`config.mk`:
```
export PLATFORM = sky130hd
export DESIGN_NAME = sorted_ring_priority_queue_flat
export DESIGN_NICKNAME = d
export VERILOG_FILES = /design/src/srpq_pkg.sv /design/src/srpq_in_if.sv /design/src/srpq_out_if.sv /design/src/srpq_cfg_if.sv /design/src/srpq_cell.sv /design/src/sorted_ring_priority_queue.sv /design/src/flat_wrapper.sv
export SDC_FILE = /design/constraint.sdc
export NUM_CORES = 1
export LEC_CHECK = 0
export BUFFER_PORTS_ARGS = -buffer_cell sky130_fd_sc_hd__buf_2
export CORE_UTILIZATION = 66
export DETAILED_ROUTE_END_ITERATION = 12
export GPL_ROUTABILITY_DRIVEN = 0
export GPL_TIMING_DRIVEN = 0
export PLACE_DENSITY_LB_ADDON = 0.05
export SLEW_MARGIN = 0
export SYNTH_ARGS = -nofsm -noshare
export SYNTH_HDL_FRONTEND = slang
export SYNTH_SLANG_ARGS = --single-unit
```
`constraint.sdc`:
```
create_clock -name clk -period 5.35 [get_ports clk]
set_input_delay 0.2675 -clock clk [delete_from_list [all_inputs] [get_ports clk]]
set_output_delay 0.2675 -clock clk [all_outputs]
set_load 0.02 [all_outputs]
```
`src/srpq_pkg.sv`:
```
package srpq_pkg;

    localparam int DEPTH = 16;
    localparam int CNT_W = $clog2(DEPTH + 1);
    localparam int PRIO_W = 7;
    localparam int CHAR_W = 8;
    localparam int STATUS_W = 2;

    localparam logic [PRIO_W-1:0] PRIO_MIN = PRIO_W'(1);
    localparam logic [PRIO_W-1:0] PRIO_MAX = PRIO_W'(100);

    localparam logic MODE_INSERT = 1'b0;
    localparam logic MODE_REMOVE = 1'b1;

    localparam logic [STATUS_W-1:0] STATUS_OK = 2'd0;
    localparam logic [STATUS_W-1:0] STATUS_FULL = 2'd1;
    localparam logic [STATUS_W-1:0] STATUS_EMPTY = 2'd2;

    localparam logic [1:0] OP_HOLD = 2'd0;
    localparam logic [1:0] OP_PUSH = 2'd1;
    localparam logic [1:0] OP_POP = 2'd2;
    localparam logic [1:0] OP_CLEAR = 2'd3;

    typedef struct packed {
        logic [PRIO_W-1:0] prio;
        logic [CHAR_W-1:0] chr;
    } entry_t;

    typedef struct packed {
        logic [1:0] op;
        entry_t new_entry;
    } cell_ctl_t;

endpackage

```
`src/srpq_in_if.sv`:
```
interface srpq_in_if;
    logic valid;
    logic ready;
    logic mode;
    logic [srpq_pkg::PRIO_W-1:0] new_prio;
    logic [srpq_pkg::CHAR_W-1:0] new_char;

    modport source (output valid, output mode, output new_prio, output new_char, input ready);
    modport sink (input valid, input mode, input new_prio, input new_char, output ready);
endinterface

```
`src/srpq_out_if.sv`:
```
interface srpq_out_if;
    logic valid;
    logic ready;
    logic out_valid;
    logic [srpq_pkg::PRIO_W-1:0] out_prio;
    logic [srpq_pkg::CHAR_W-1:0] out_char;
    logic [srpq_pkg::STATUS_W-1:0] status;
    logic [srpq_pkg::CNT_W-1:0] entry_count;
    logic now_empty;
    logic now_full;

    modport source (
        output valid, output out_valid, output out_prio, output out_char,
        output status, output entry_count, output now_empty, output now_full,
        input ready
    );
    modport sink (
        input valid, input out_valid, input out_prio, input out_char,
        input status, input entry_count, input now_empty, input now_full,
        output ready
    );
endinterface

```
`src/srpq_cfg_if.sv`:
```
interface srpq_cfg_if;
    logic valid;
    logic ready;
    logic [srpq_pkg::CNT_W-1:0] capacity;

    modport source (output valid, output capacity, input ready);
    modport sink (input valid, input capacity, output ready);
endinterface

```
`src/srpq_cell.sv`:
```
module srpq_cell (
    input  logic               clk,
    input  logic               rst_n,
    input  srpq_pkg::cell_ctl_t ctl,
    input  srpq_pkg::entry_t   left_entry,
    input  logic               left_valid,
    input  logic               left_gt,
    input  srpq_pkg::entry_t   right_entry,
    input  logic               right_valid,
    output srpq_pkg::entry_t   entry,
    output logic               valid,
    output logic               gt
);
    import srpq_pkg::*;

    entry_t entry_reg;
    entry_t entry_next;
    logic   valid_reg;
    logic   valid_next;

    // empty cells count as larger so a new word lands at the tail
    assign gt = !valid_reg || (entry_reg.prio > ctl.new_entry.prio);

    always_comb
    begin
        entry_next = entry_reg;
        valid_next = valid_reg;
        unique case (ctl.op)
            OP_HOLD:
            begin
                entry_next = entry_reg;
            end
            OP_PUSH:
            begin
                valid_next = valid_reg || left_valid;
                if (gt)
                begin
                    entry_next = left_gt ? left_entry : ctl.new_entry;
                end
            end
            OP_POP:
            begin
                entry_next = right_entry;
                valid_next = right_valid;
            end
            OP_CLEAR:
            begin
                valid_next = 1'b0;
            end
            default:
            begin
                entry_next = entry_reg;
            end
        endcase
    end

    always_ff @(posedge clk or negedge rst_n)
    begin
        if (!rst_n)
        begin
            valid_reg <= 1'b0;
        end
        else
        begin
            valid_reg <= valid_next;
        end
    end

    always_ff @(posedge clk)
    begin
        entry_reg <= entry_next;
    end

    assign entry = entry_reg;
    assign valid = valid_reg;
endmodule

```
`src/sorted_ring_priority_queue.sv`:
```
// sorted priority queue of (priority, character) entries, smallest priority
// value leaves first, equal priorities leave in arrival order
// in_ch: one word per request, mode 0 inserts new_prio/new_char, mode 1
// removes the head entry; out_ch: one word per request with the removed
// entry (if any), status, entry count and empty/full flags
// cfg_ch: writes the capacity in use (0 taken as 1, above 16 as 16) and
// empties the queue; always ready, write only while no request is pending
// entries sit in a row of 16 cells ordered head first; an insert compares
// against all cells at once and shifts the larger ones one cell back, a
// removal shifts the whole row one cell forward, all cells at once
// latency: the result word is registered, valid the cycle after accept
// throughput: one request per cycle while out_ch is taken each cycle
// full inserts and empty removals are refused with an error status
// reset leaves the queue empty with capacity 16, no clearing pass
// when out_ch stalls the result word holds and in_ch ready drops
module sorted_ring_priority_queue (
    input  logic            clk,
    input  logic            rst_n,
    srpq_in_if.sink         in_ch,
    srpq_out_if.source      out_ch,
    srpq_cfg_if.sink        cfg_ch
);
    import srpq_pkg::*;

    logic [CNT_W-1:0] cap_reg;
    logic [CNT_W-1:0] cap_next;
    logic [CNT_W-1:0] count_reg;
    logic [CNT_W-1:0] count_next;

    logic                ovalid_reg;
    logic                ovalid_next;
    logic                oout_valid_reg;
    logic                oout_valid_next;
    logic [PRIO_W-1:0]   oprio_reg;
    logic [PRIO_W-1:0]   oprio_next;
    logic [CHAR_W-1:0]   ochar_reg;
    logic [CHAR_W-1:0]   ochar_next;
    logic [STATUS_W-1:0] ostatus_reg;
    logic [STATUS_W-1:0] ostatus_next;
    logic [CNT_W-1:0]    ocount_reg;
    logic [CNT_W-1:0]    ocount_next;
    logic                oempty_reg;
    logic                oempty_next;
    logic                ofull_reg;
    logic                ofull_next;

    logic              accept;
    logic              cfg_write;
    logic              full;
    logic              push_ok;
    logic              pop_ok;
    logic [PRIO_W-1:0] prio_clamped;
    cell_ctl_t         ctl;

    entry_t cell_entry [DEPTH];
    logic   cell_valid [DEPTH];
    logic   cell_gt [DEPTH];

    assign in_ch.ready = !ovalid_reg || out_ch.ready;
    assign cfg_ch.ready = 1'b1;
    assign accept = in_ch.valid && in_ch.ready;
    assign cfg_write = cfg_ch.valid;

    assign full = (count_reg == cap_reg);
    assign push_ok = accept && (in_ch.mode == MODE_INSERT) && !full;
    assign pop_ok = accept && (in_ch.mode == MODE_REMOVE) && (count_reg != '0);

    always_comb
    begin
        if (in_ch.new_prio < PRIO_MIN)
        begin
            prio_clamped = PRIO_MIN;
        end
        else if (in_ch.new_prio > PRIO_MAX)
        begin
            prio_clamped = PRIO_MAX;
        end
        else
        begin
            prio_clamped = in_ch.new_prio;
        end
    end

    always_comb
    begin
        ctl.new_entry.prio = prio_clamped;
        ctl.new_entry.chr = in_ch.new_char;
        if (cfg_write)
        begin
            ctl.op = OP_CLEAR;
        end
        else if (push_ok)
        begin
            ctl.op = OP_PUSH;
        end
        else if (pop_ok)
        begin
            ctl.op = OP_POP;
        end
        else
        begin
            ctl.op = OP_HOLD;
        end
    end

    always_comb
    begin
        cap_next = cap_reg;
        count_next = count_reg;
        if (cfg_write)
        begin
            if (cfg_ch.capacity == '0)
            begin
                cap_next = CNT_W'(1);
            end
            else if (cfg_ch.capacity > CNT_W'(DEPTH))
            begin
                cap_next = CNT_W'(DEPTH);
            end
            else
            begin
                cap_next = cfg_ch.capacity;
            end
            count_next = '0;
        end
        else if (push_ok)
        begin
            count_next = count_reg + CNT_W'(1);
        end
        else if (pop_ok)
        begin
            count_next = count_reg - CNT_W'(1);
        end
    end

    always_comb
    begin
        ovalid_next = ovalid_reg;
        oout_valid_next = oout_valid_reg;
        oprio_next = oprio_reg;
        ochar_next = ochar_reg;
        ostatus_next = ostatus_reg;
        ocount_next = ocount_reg;
        oempty_next = oempty_reg;
        ofull_next = ofull_reg;
        if (accept)
        begin
            ovalid_next = 1'b1;
            oout_valid_next = pop_ok;
            oprio_next = pop_ok ? cell_entry[0].prio : '0;
            ochar_next = pop_ok ? cell_entry[0].chr : '0;
            if (in_ch.mode == MODE_INSERT)
            begin
                ostatus_next = full ? STATUS_FULL : STATUS_OK;
            end
            else
            begin
                ostatus_next = pop_ok ? STATUS_OK : STATUS_EMPTY;
            end
            ocount_next = count_next;
            oempty_next = (count_next == '0);
            ofull_next = (count_next == cap_reg);
        end
        else if (out_ch.ready)
        begin
            ovalid_next = 1'b0;
        end
    end

    always_ff @(posedge clk or negedge rst_n)
    begin
        if (!rst_n)
        begin
            cap_reg <= CNT_W'(DEPTH);
            count_reg <= '0;
            ovalid_reg <= 1'b0;
        end
        else
        begin
            cap_reg <= cap_next;
            count_reg <= count_next;
            ovalid_reg <= ovalid_next;
        end
    end

    always_ff @(posedge clk)
    begin
        oout_valid_reg <= oout_valid_next;
        oprio_reg <= oprio_next;
        ochar_reg <= ochar_next;
        ostatus_reg <= ostatus_next;
        ocount_reg <= ocount_next;
        oempty_reg <= oempty_next;
        ofull_reg <= ofull_next;
    end

    genvar k;
    generate
        for (k = 0; k < DEPTH; k++)
        begin : g_cell
            entry_t left_entry;
            logic   left_valid;
            logic   left_gt;
            entry_t right_entry;
            logic   right_valid;

            if (k == 0)
            begin : g_head
                assign left_entry = '0;
                assign left_valid = 1'b1;
                assign left_gt = 1'b0;
            end
            else
            begin : g_mid
                assign left_entry = cell_entry[k-1];
                assign left_valid = cell_valid[k-1];
                assign left_gt = cell_gt[k-1];
            end

            if (k == DEPTH - 1)
            begin : g_tail
                assign right_entry = '0;
                assign right_valid = 1'b0;
            end
            else
            begin : g_body
                assign right_entry = cell_entry[k+1];
                assign right_valid = cell_valid[k+1];
            end

            srpq_cell u_cell (
                .clk         (clk),
                .rst_n       (rst_n),
                .ctl         (ctl),
                .left_entry  (left_entry),
                .left_valid  (left_valid),
                .left_gt     (left_gt),
                .right_entry (right_entry),
                .right_valid (right_valid),
                .entry       (cell_entry[k]),
                .valid       (cell_valid[k]),
                .gt          (cell_gt[k])
            );
        end
    endgenerate

    assign out_ch.valid = ovalid_reg;
    assign out_ch.out_valid = oout_valid_reg;
    assign out_ch.out_prio = oprio_reg;
    assign out_ch.out_char = ochar_reg;
    assign out_ch.status = ostatus_reg;
    assign out_ch.entry_count = ocount_reg;
    assign out_ch.now_empty = oempty_reg;
    assign out_ch.now_full = ofull_reg;
endmodule
```
`src/flat_wrapper.sv`:
```
// flat-port wrapper written by rule: the top's interface ports become plain ports
module sorted_ring_priority_queue_flat import srpq_pkg::*;
  (clk, rst_n, in_ch_valid, in_ch_mode, in_ch_new_prio, in_ch_new_char, in_ch_ready, out_ch_valid, out_ch_out_valid, out_ch_out_prio, out_ch_out_char, out_ch_status, out_ch_entry_count, out_ch_now_empty, out_ch_now_full, out_ch_ready, cfg_ch_valid, cfg_ch_capacity, cfg_ch_ready);
  srpq_in_if in_ch_i ();
  srpq_out_if out_ch_i ();
  srpq_cfg_if cfg_ch_i ();
  input  logic clk;
  input  logic rst_n;
  input wire logic [$bits(in_ch_i.valid)-1:0] in_ch_valid;
  input wire logic [$bits(in_ch_i.mode)-1:0] in_ch_mode;
  input wire logic [$bits(in_ch_i.new_prio)-1:0] in_ch_new_prio;
  input wire logic [$bits(in_ch_i.new_char)-1:0] in_ch_new_char;
  output wire logic [$bits(in_ch_i.ready)-1:0] in_ch_ready;
  output wire logic [$bits(out_ch_i.valid)-1:0] out_ch_valid;
  output wire logic [$bits(out_ch_i.out_valid)-1:0] out_ch_out_valid;
  output wire logic [$bits(out_ch_i.out_prio)-1:0] out_ch_out_prio;
  output wire logic [$bits(out_ch_i.out_char)-1:0] out_ch_out_char;
  output wire logic [$bits(out_ch_i.status)-1:0] out_ch_status;
  output wire logic [$bits(out_ch_i.entry_count)-1:0] out_ch_entry_count;
  output wire logic [$bits(out_ch_i.now_empty)-1:0] out_ch_now_empty;
  output wire logic [$bits(out_ch_i.now_full)-1:0] out_ch_now_full;
  input wire logic [$bits(out_ch_i.ready)-1:0] out_ch_ready;
  input wire logic [$bits(cfg_ch_i.valid)-1:0] cfg_ch_valid;
  input wire logic [$bits(cfg_ch_i.capacity)-1:0] cfg_ch_capacity;
  output wire logic [$bits(cfg_ch_i.ready)-1:0] cfg_ch_ready;
  assign in_ch_i.valid = in_ch_valid;
  assign in_ch_i.mode = in_ch_mode;
  assign in_ch_i.new_prio = in_ch_new_prio;
  assign in_ch_i.new_char = in_ch_new_char;
  assign in_ch_ready = in_ch_i.ready;
  assign out_ch_valid = out_ch_i.valid;
  assign out_ch_out_valid = out_ch_i.out_valid;
  assign out_ch_out_prio = out_ch_i.out_prio;
  assign out_ch_out_char = out_ch_i.out_char;
  assign out_ch_status = out_ch_i.status;
  assign out_ch_entry_count = out_ch_i.entry_count;
  assign out_ch_now_empty = out_ch_i.now_empty;
  assign out_ch_now_full = out_ch_i.now_full;
  assign out_ch_i.ready = out_ch_ready;
  assign cfg_ch_i.valid = cfg_ch_valid;
  assign cfg_ch_i.capacity = cfg_ch_capacity;
  assign cfg_ch_ready = cfg_ch_i.ready;
  sorted_ring_priority_queue u_core (.clk(clk), .rst_n(rst_n), .in_ch(in_ch_i), .out_ch(out_ch_i), .cfg_ch(cfg_ch_i));
endmodule
```
* Yosys cells after proc, flatten, opt, wreduce, memory -nomap -nowiden
Index checks and enable logic that the tools add are counted. W data, S select, Z words.
Cells by class: add/sub/neg operators 2, magnitude comparators 19, eq/ne operators 21, muxes and demuxes 78, bitwise operators 1, reductions and logical operators 79
Operator list (number):
- $pmux W15 S2 | 16
- $mux W15 | 31
- $gt A7 B7 Y1 | 16
- $pmux W1 S3 | 15
- $logic_or A1 B1 Y1 | 32
- $ne A2 B2 Y1 const B | 16
- $reduce_and A2 Y1 | 16
- $mux W5 | 5
- $logic_not A1 Y1 | 18
- $mux W7 | 2
- $eq A5 B5 Y1 | 2
- $logic_not A5 Y1 | 2
- $mux W2 | 5
- $gt A7 B7 Y1 const B | 1
- $lt A7 B1 Y1 const B | 1
- $reduce_bool A2 Y1 | 3
- $add A5 B1 Y5 const B | 1
- $gt A5 B5 Y1 const B | 1
- $logic_and A1 B1 Y1 | 5
- $reduce_bool A5 Y1 | 1
- $sub A5 B1 Y5 const B | 1
- $eq A2 B2 Y1 const B | 2
- $mux W1 | 3
- $reduce_bool A3 Y1 | 1
- other kinds (4) | 4
Storage, ports and cells: flip-flop bits (word level) 292, bits of input ports 26, output and inout port bits 28, word-level logic and storage cells 258

* Depth between registers and ports, before layout
depth after elaboration 11, mapped depth 15, mapped depth without buffers 11

* Cells and area by module
A second synthesis with hierarchy kept.
Unflattened totals: cells, all modules 1751, area total of the unflattened synthesis 18083.6 µm²
Modules (own cells, without submodules):
- srpq_cell | times used 16, cells an instance 100, area an instance 1019.7 µm², sequential area each 475.5 µm²
- sorted_ring_priority_queue | times used 1, cells an instance 151, area an instance 1767.9 µm², sequential area each 1027.2 µm²

* Worst setup path after synthesis
OpenSTA, ideal clock, no wires.
kind in2reg, from input in_ch_new_prio[5], to register u_core.g_cell[14].u_cell.entry_reg, in the netlist u_core.g_cell[14].u_cell.entry[0], enable pin, library setup time 0.408 ns, arrival time 4.091 ns, data required time 4.942 ns, path slack 0.851 ns, cell stages on the path 13, buffers on the path 4, cells stage by stage clkbuf_1 -> inv_1 -> o21ai_0 -> o21ai_1 -> clkbuf_1 -> ha_1 -> nand4_1 -> nor2_1 -> a21oi_1 -> a21boi_0 -> buf_2 -> buf_1 -> o21ai_0
Between the ends: longest elaborated chain between the ends 7, elaborated cells between the ends (all ways) 8, those cells by class order compare (3); eq/ne (1); mux (2); reduce/logical (2)
Ends and longest elaborated chain:
- start: declaration | line flat_wrapper.sv:11 | input wire logic [$bits(in_ch_i.new_prio)-1:0] in_ch_new_prio;
- $gt A7 B7 Y1 | line sorted_ring_priority_queue.sv:74 | else if (in_ch.new_prio > PRIO_MAX)
- $mux W7 | line sorted_ring_priority_queue.sv:74
- $mux W7 * | line sorted_ring_priority_queue.sv:70 | if (in_ch.new_prio < PRIO_MIN)
- $gt A7 B7 Y1 * | line srpq_cell.sv:22 | assign gt = !valid_reg || (entry_reg.prio > ctl.new_entry.prio);
- $logic_or A1 B1 Y1 * | line srpq_cell.sv:22
- $ne A2 B2 Y1 (no source line) *
- $reduce_and A2 Y1 (no source line) *
- end signal: assignment | line srpq_cell.sv:71 | entry_reg <= entry_next;
- end: declaration | line srpq_cell.sv:16 | entry_t entry_reg;
Mark *: on every way between the ends. The rest lies on a longest branch, timed or not. A chain may end at the register's enable or synchronous reset.

* Final worst setup path
from input in_ch_new_prio[6], to register u_core.g_cell[5].u_cell.entry_reg, in the netlist u_core.g_cell[5].u_cell.entry[3], enable pin
Between the ends: longest elaborated chain between the ends 7, elaborated cells between the ends (all ways) 8, those cells by class order compare (3); eq/ne (1); mux (2); reduce/logical (2)
Ends and longest elaborated chain (line):
- $gt A7 B7 Y1 | sorted_ring_priority_queue.sv:74
- $mux W7 | sorted_ring_priority_queue.sv:74
- $mux W7 * | sorted_ring_priority_queue.sv:70
- $gt A7 B7 Y1 * | srpq_cell.sv:22
- $logic_or A1 B1 Y1 * | srpq_cell.sv:22
- $ne A2 B2 Y1 (no source line) *
- $reduce_and A2 Y1 (no source line) *
- end signal: assignment | srpq_cell.sv:71
- end: declaration | srpq_cell.sv:16
Marked as above.

==> results.yml <==
sta:
  clock.fmax_ghz: 0.207
  fin_ws_ps: 513
  drv_slew: 0
  rsz0062_at_grt: "false"
  min_period_ps: 4840
  worstMarginPinSlew_ps: 1110
  setup_violations: 0
  hold_viol: 0
  period_share_pct: 90.4
  timing.slew.headroom_pct: 26.0
  fin_skew_ps: 16.0
setup_path:
  worst_r2r_startpoint: "u_core.count_reg[1]"
  crit_chain: "clkbuf_1 > nand2_1 > and2_1 > clkbuf_1 > clkbuf_1 > clkinvlp_4 > buf_4 > ha_1 > nand3_1 > nor2_1 > a21oi_1 > a21bo_2 > clkbuf_1 > clkbuf_1 > a31o_2"
  cpPeakStageDelay_ps: 870
  r2r_slack_ps: 1380
  worstPathArrival_ps: 5040
  endpoint_kind: "flip-flop"
  critical_path_class: "input pin to flip-flop"
  crit_path_start_kind: "input pin"
  startpoint: "in_ch_new_prio[6]"
  reg2reg_depth: 9
  worstPathRequired_ps: 5560
  crit_fanout: 17
  critPathSlowestCell: "clkbuf_1"
  r2r-end: "u_core.g_cell[0].u_cell.entry[12]"
  cpMostUsedCell: "clkbuf_1"
synth:
  synth_commonest_cells: "edfxtp_1, nor2_1, mux2i_1"
  async_flop_share_pct: 9.25
  synth_most_common_cell: "edfxtp_1"
  syn_avg_cell_area_um2: 10.7
  syn_inst: 1597
  ys_seq_area_share_pct: 50.4
  synth_area_leaders: "edfxtp_1, mux2i_1, ha_1, a21oi_1, nor2_1"
  yosysWarningCount: 0
  synth-seq-cells: 292
  synth_cell_types: 54
  syn-num-nets: 1737
  netlist_area_mm2: 0.0171
  synth_edf_count: 265
  synthFlopType: "edfxtp_1"
  netlist.top_cell.by_area: "edfxtp_1"
  netlist.area_leader.share_pct: 46.5
detailed_routing:
  route.vias.total: 13400
  vias_per_cell: 6.54
  post_drt_wl_per_cell_um: 23.1
  wl_um: 47200
  drtAntennaViolNets: 0
  drtPass1Iterations: 6
  drtIter0Drc: 1631
  route.detailed.drc: 0
clock_network:
  htree_levels: 1
  clkLatencyLatePin_ps: 570
  cts_buffer_depth: 3
  cts_buffers: 31
  clock_sinks: 292
  cts_tree: "built"
  clockRootBuffer: "clkbuf_16"
  clkTransAtPathRegs_ps: 60
power_and_ir_drop:
  powerDensity_mw_per_mm2: 316
  leakage_nw: 8.53
  ir_drop_uv: 297
global_route:
  overflow: 0
  grt_max_degree: 28
  grt_usage_pct: 36.4
  grt_pass1_vias: 13300
  antenna_found_initial: 0
  grt_pass1_wl_um: 73300
floorplanning:
  die-height_um: 163
  die_x_um: 163
  rows: 58
  initial_core_util_pct: 67.6
  core_mm2: 0.0253
  dieArea_mm2: 0.0266
  ios: 54
final_layout:
  fin_nets: 1831
  layout-drive-gt1-share_pct: 10.6
  stdcell_area_mm2: 0.0188
  syn2layout_area_growth_pct: 9.99
  fill_cells: 1759
  antenna_cells_inserted: 0
  largest_reg_flops: 240
placement:
  place_area_mm2: 0.0178
  place_worst_setup_slack_ps: -531
  dp.final_hpwl_um: 34400
  io_buffers: 50
min_path:
  worstHoldEndpoint: "u_core.cap_reg[0]"
  min_path_type: "input pin to flip-flop"
  worstHoldPathCells: 4
  hold_start: "cfg_ch_capacity[0]"
outcome:
  status: "finished clean"
run:
  maxCapViolations: 0
critical path, delay by kind of cell:
family | cells | cell delay, ps
buffers and inverters | 7 | 3040
AND/OR/NAND/NOR | 4 | 520
adder cells (fa/ha/maj) | 1 | 320
AO/OA/AOI/OAI | 3 | 850
metal layers:
metal	GRT usage, %	share of wire (%)
met1	48.1	40
met2	57.8	46
met3	7.59	9.8
met4	16.1	4.2
met5	0	0
layout make-up:
class                   count  area, um2  area share [%]
flip-flops and latches    292       8630            45.8
multi-input cells        1152       7870            41.7
clock buffers              42        837            4.44
plain buffers             117        499            2.65
well taps                 330        413            2.19
repair buffers             61        348            1.85
inverters                  36        146           0.777
clock inverters            14       97.6           0.518
where the power goes:
| group | internal [mW] | switching [mW] | total [mW] | leakage, nW |
|---|---|---|---|---|
| clock | 1.14 | 0.916 | 2.05 | 0.460 |
| combinational | 0.406 | 0.655 | 1.06 | 5.27 |
| sequential | 2.72 | 0.125 | 2.85 | 2.80 |
how the worst max path moves through the flow:
stage / slack [ps] / endpoint
after global placement: -1370 / u_core.g_cell[14].u_cell.entry[6]
final: 510 / u_core.g_cell[5].u_cell.entry[3]
after detailed placement: -530 / u_core.g_cell[0].u_cell.entry[13]
after CTS: 60 / u_core.g_cell[0].u_cell.entry[12]
after global routing: 270 / u_core.g_cell[0].u_cell.entry[8]
after floorplan: 850 / u_core.g_cell[14].u_cell.entry[0]
cells in the final DEF (no fill, tap or decap), types with 12 or more instances in the layout:
| cell type | count |
|---|---|
| o21ai_0 | 54 |
| a21o_1 | 20 |
| inv_1 | 32 |
| nor2_1 | 249 |
| a21bo_2 | 12 |
| nand3b_1 | 16 |
| buf_1 | 16 |
| nand3_1 | 17 |
| buf_2 | 94 |
| nor3_1 | 20 |
| o21a_1 | 14 |
| clkbuf_16 | 31 |
| nand2_1 | 64 |
| dfrtp_1 | 26 |
| clkbuf_1 | 64 |
| ha_1 | 114 |
| edfxtp_1 | 265 |
| nand4_1 | 16 |
| a211oi_1 | 17 |
| a31o_2 | 14 |
| a21oi_1 | 216 |
| nor2b_1 | 20 |
| and2_1 | 18 |
| mux2i_1 | 225 |
kinds of logic (layout without fill, tap and decap cells):
kind of cell / Yosys count / in the layout / synth area share [%]
flip-flops: 292 / 292 / 50.4
XOR/XNOR: 11 / 11 / 0.562
adder cells (fa/ha/maj): 114 / 114 / 8.33
AO/OA/AOI/OAI: 367 / 367 / 12.6
other: 1 / 1 / 0.0219
AND/OR/NAND/NOR: 432 / 432 / 11.1
multiplexers: 227 / 227 / 13.3
buffers and inverters: 153 / 270 / 3.70
repair_timing:
item                                    in CTS  in global routing
setup buffers                                0                  5
hold buffers                                 6                  0
gates resized for setup                      0                  3
endpoints found under the setup margin       0                 45
hold endpoints to repair                    31                  0
stage by stage:
step                      power (mW)  std cells  util, %  hold WS (ps)  setup TNS (ps)
after floorplan                 3.59       1597        -         -28.1               0
after global placement          3.86       1977     70.3           313          -81080
after detailed placement        3.91       1977     70.3           324          -90640
after CTS                       5.93       2039     74.2          59.5               0
after global routing            6.14       2044     74.4          78.3               0
final                           5.96       2044     74.4          63.1               0
Note: power is estimated with default switching activity, not from simulation.
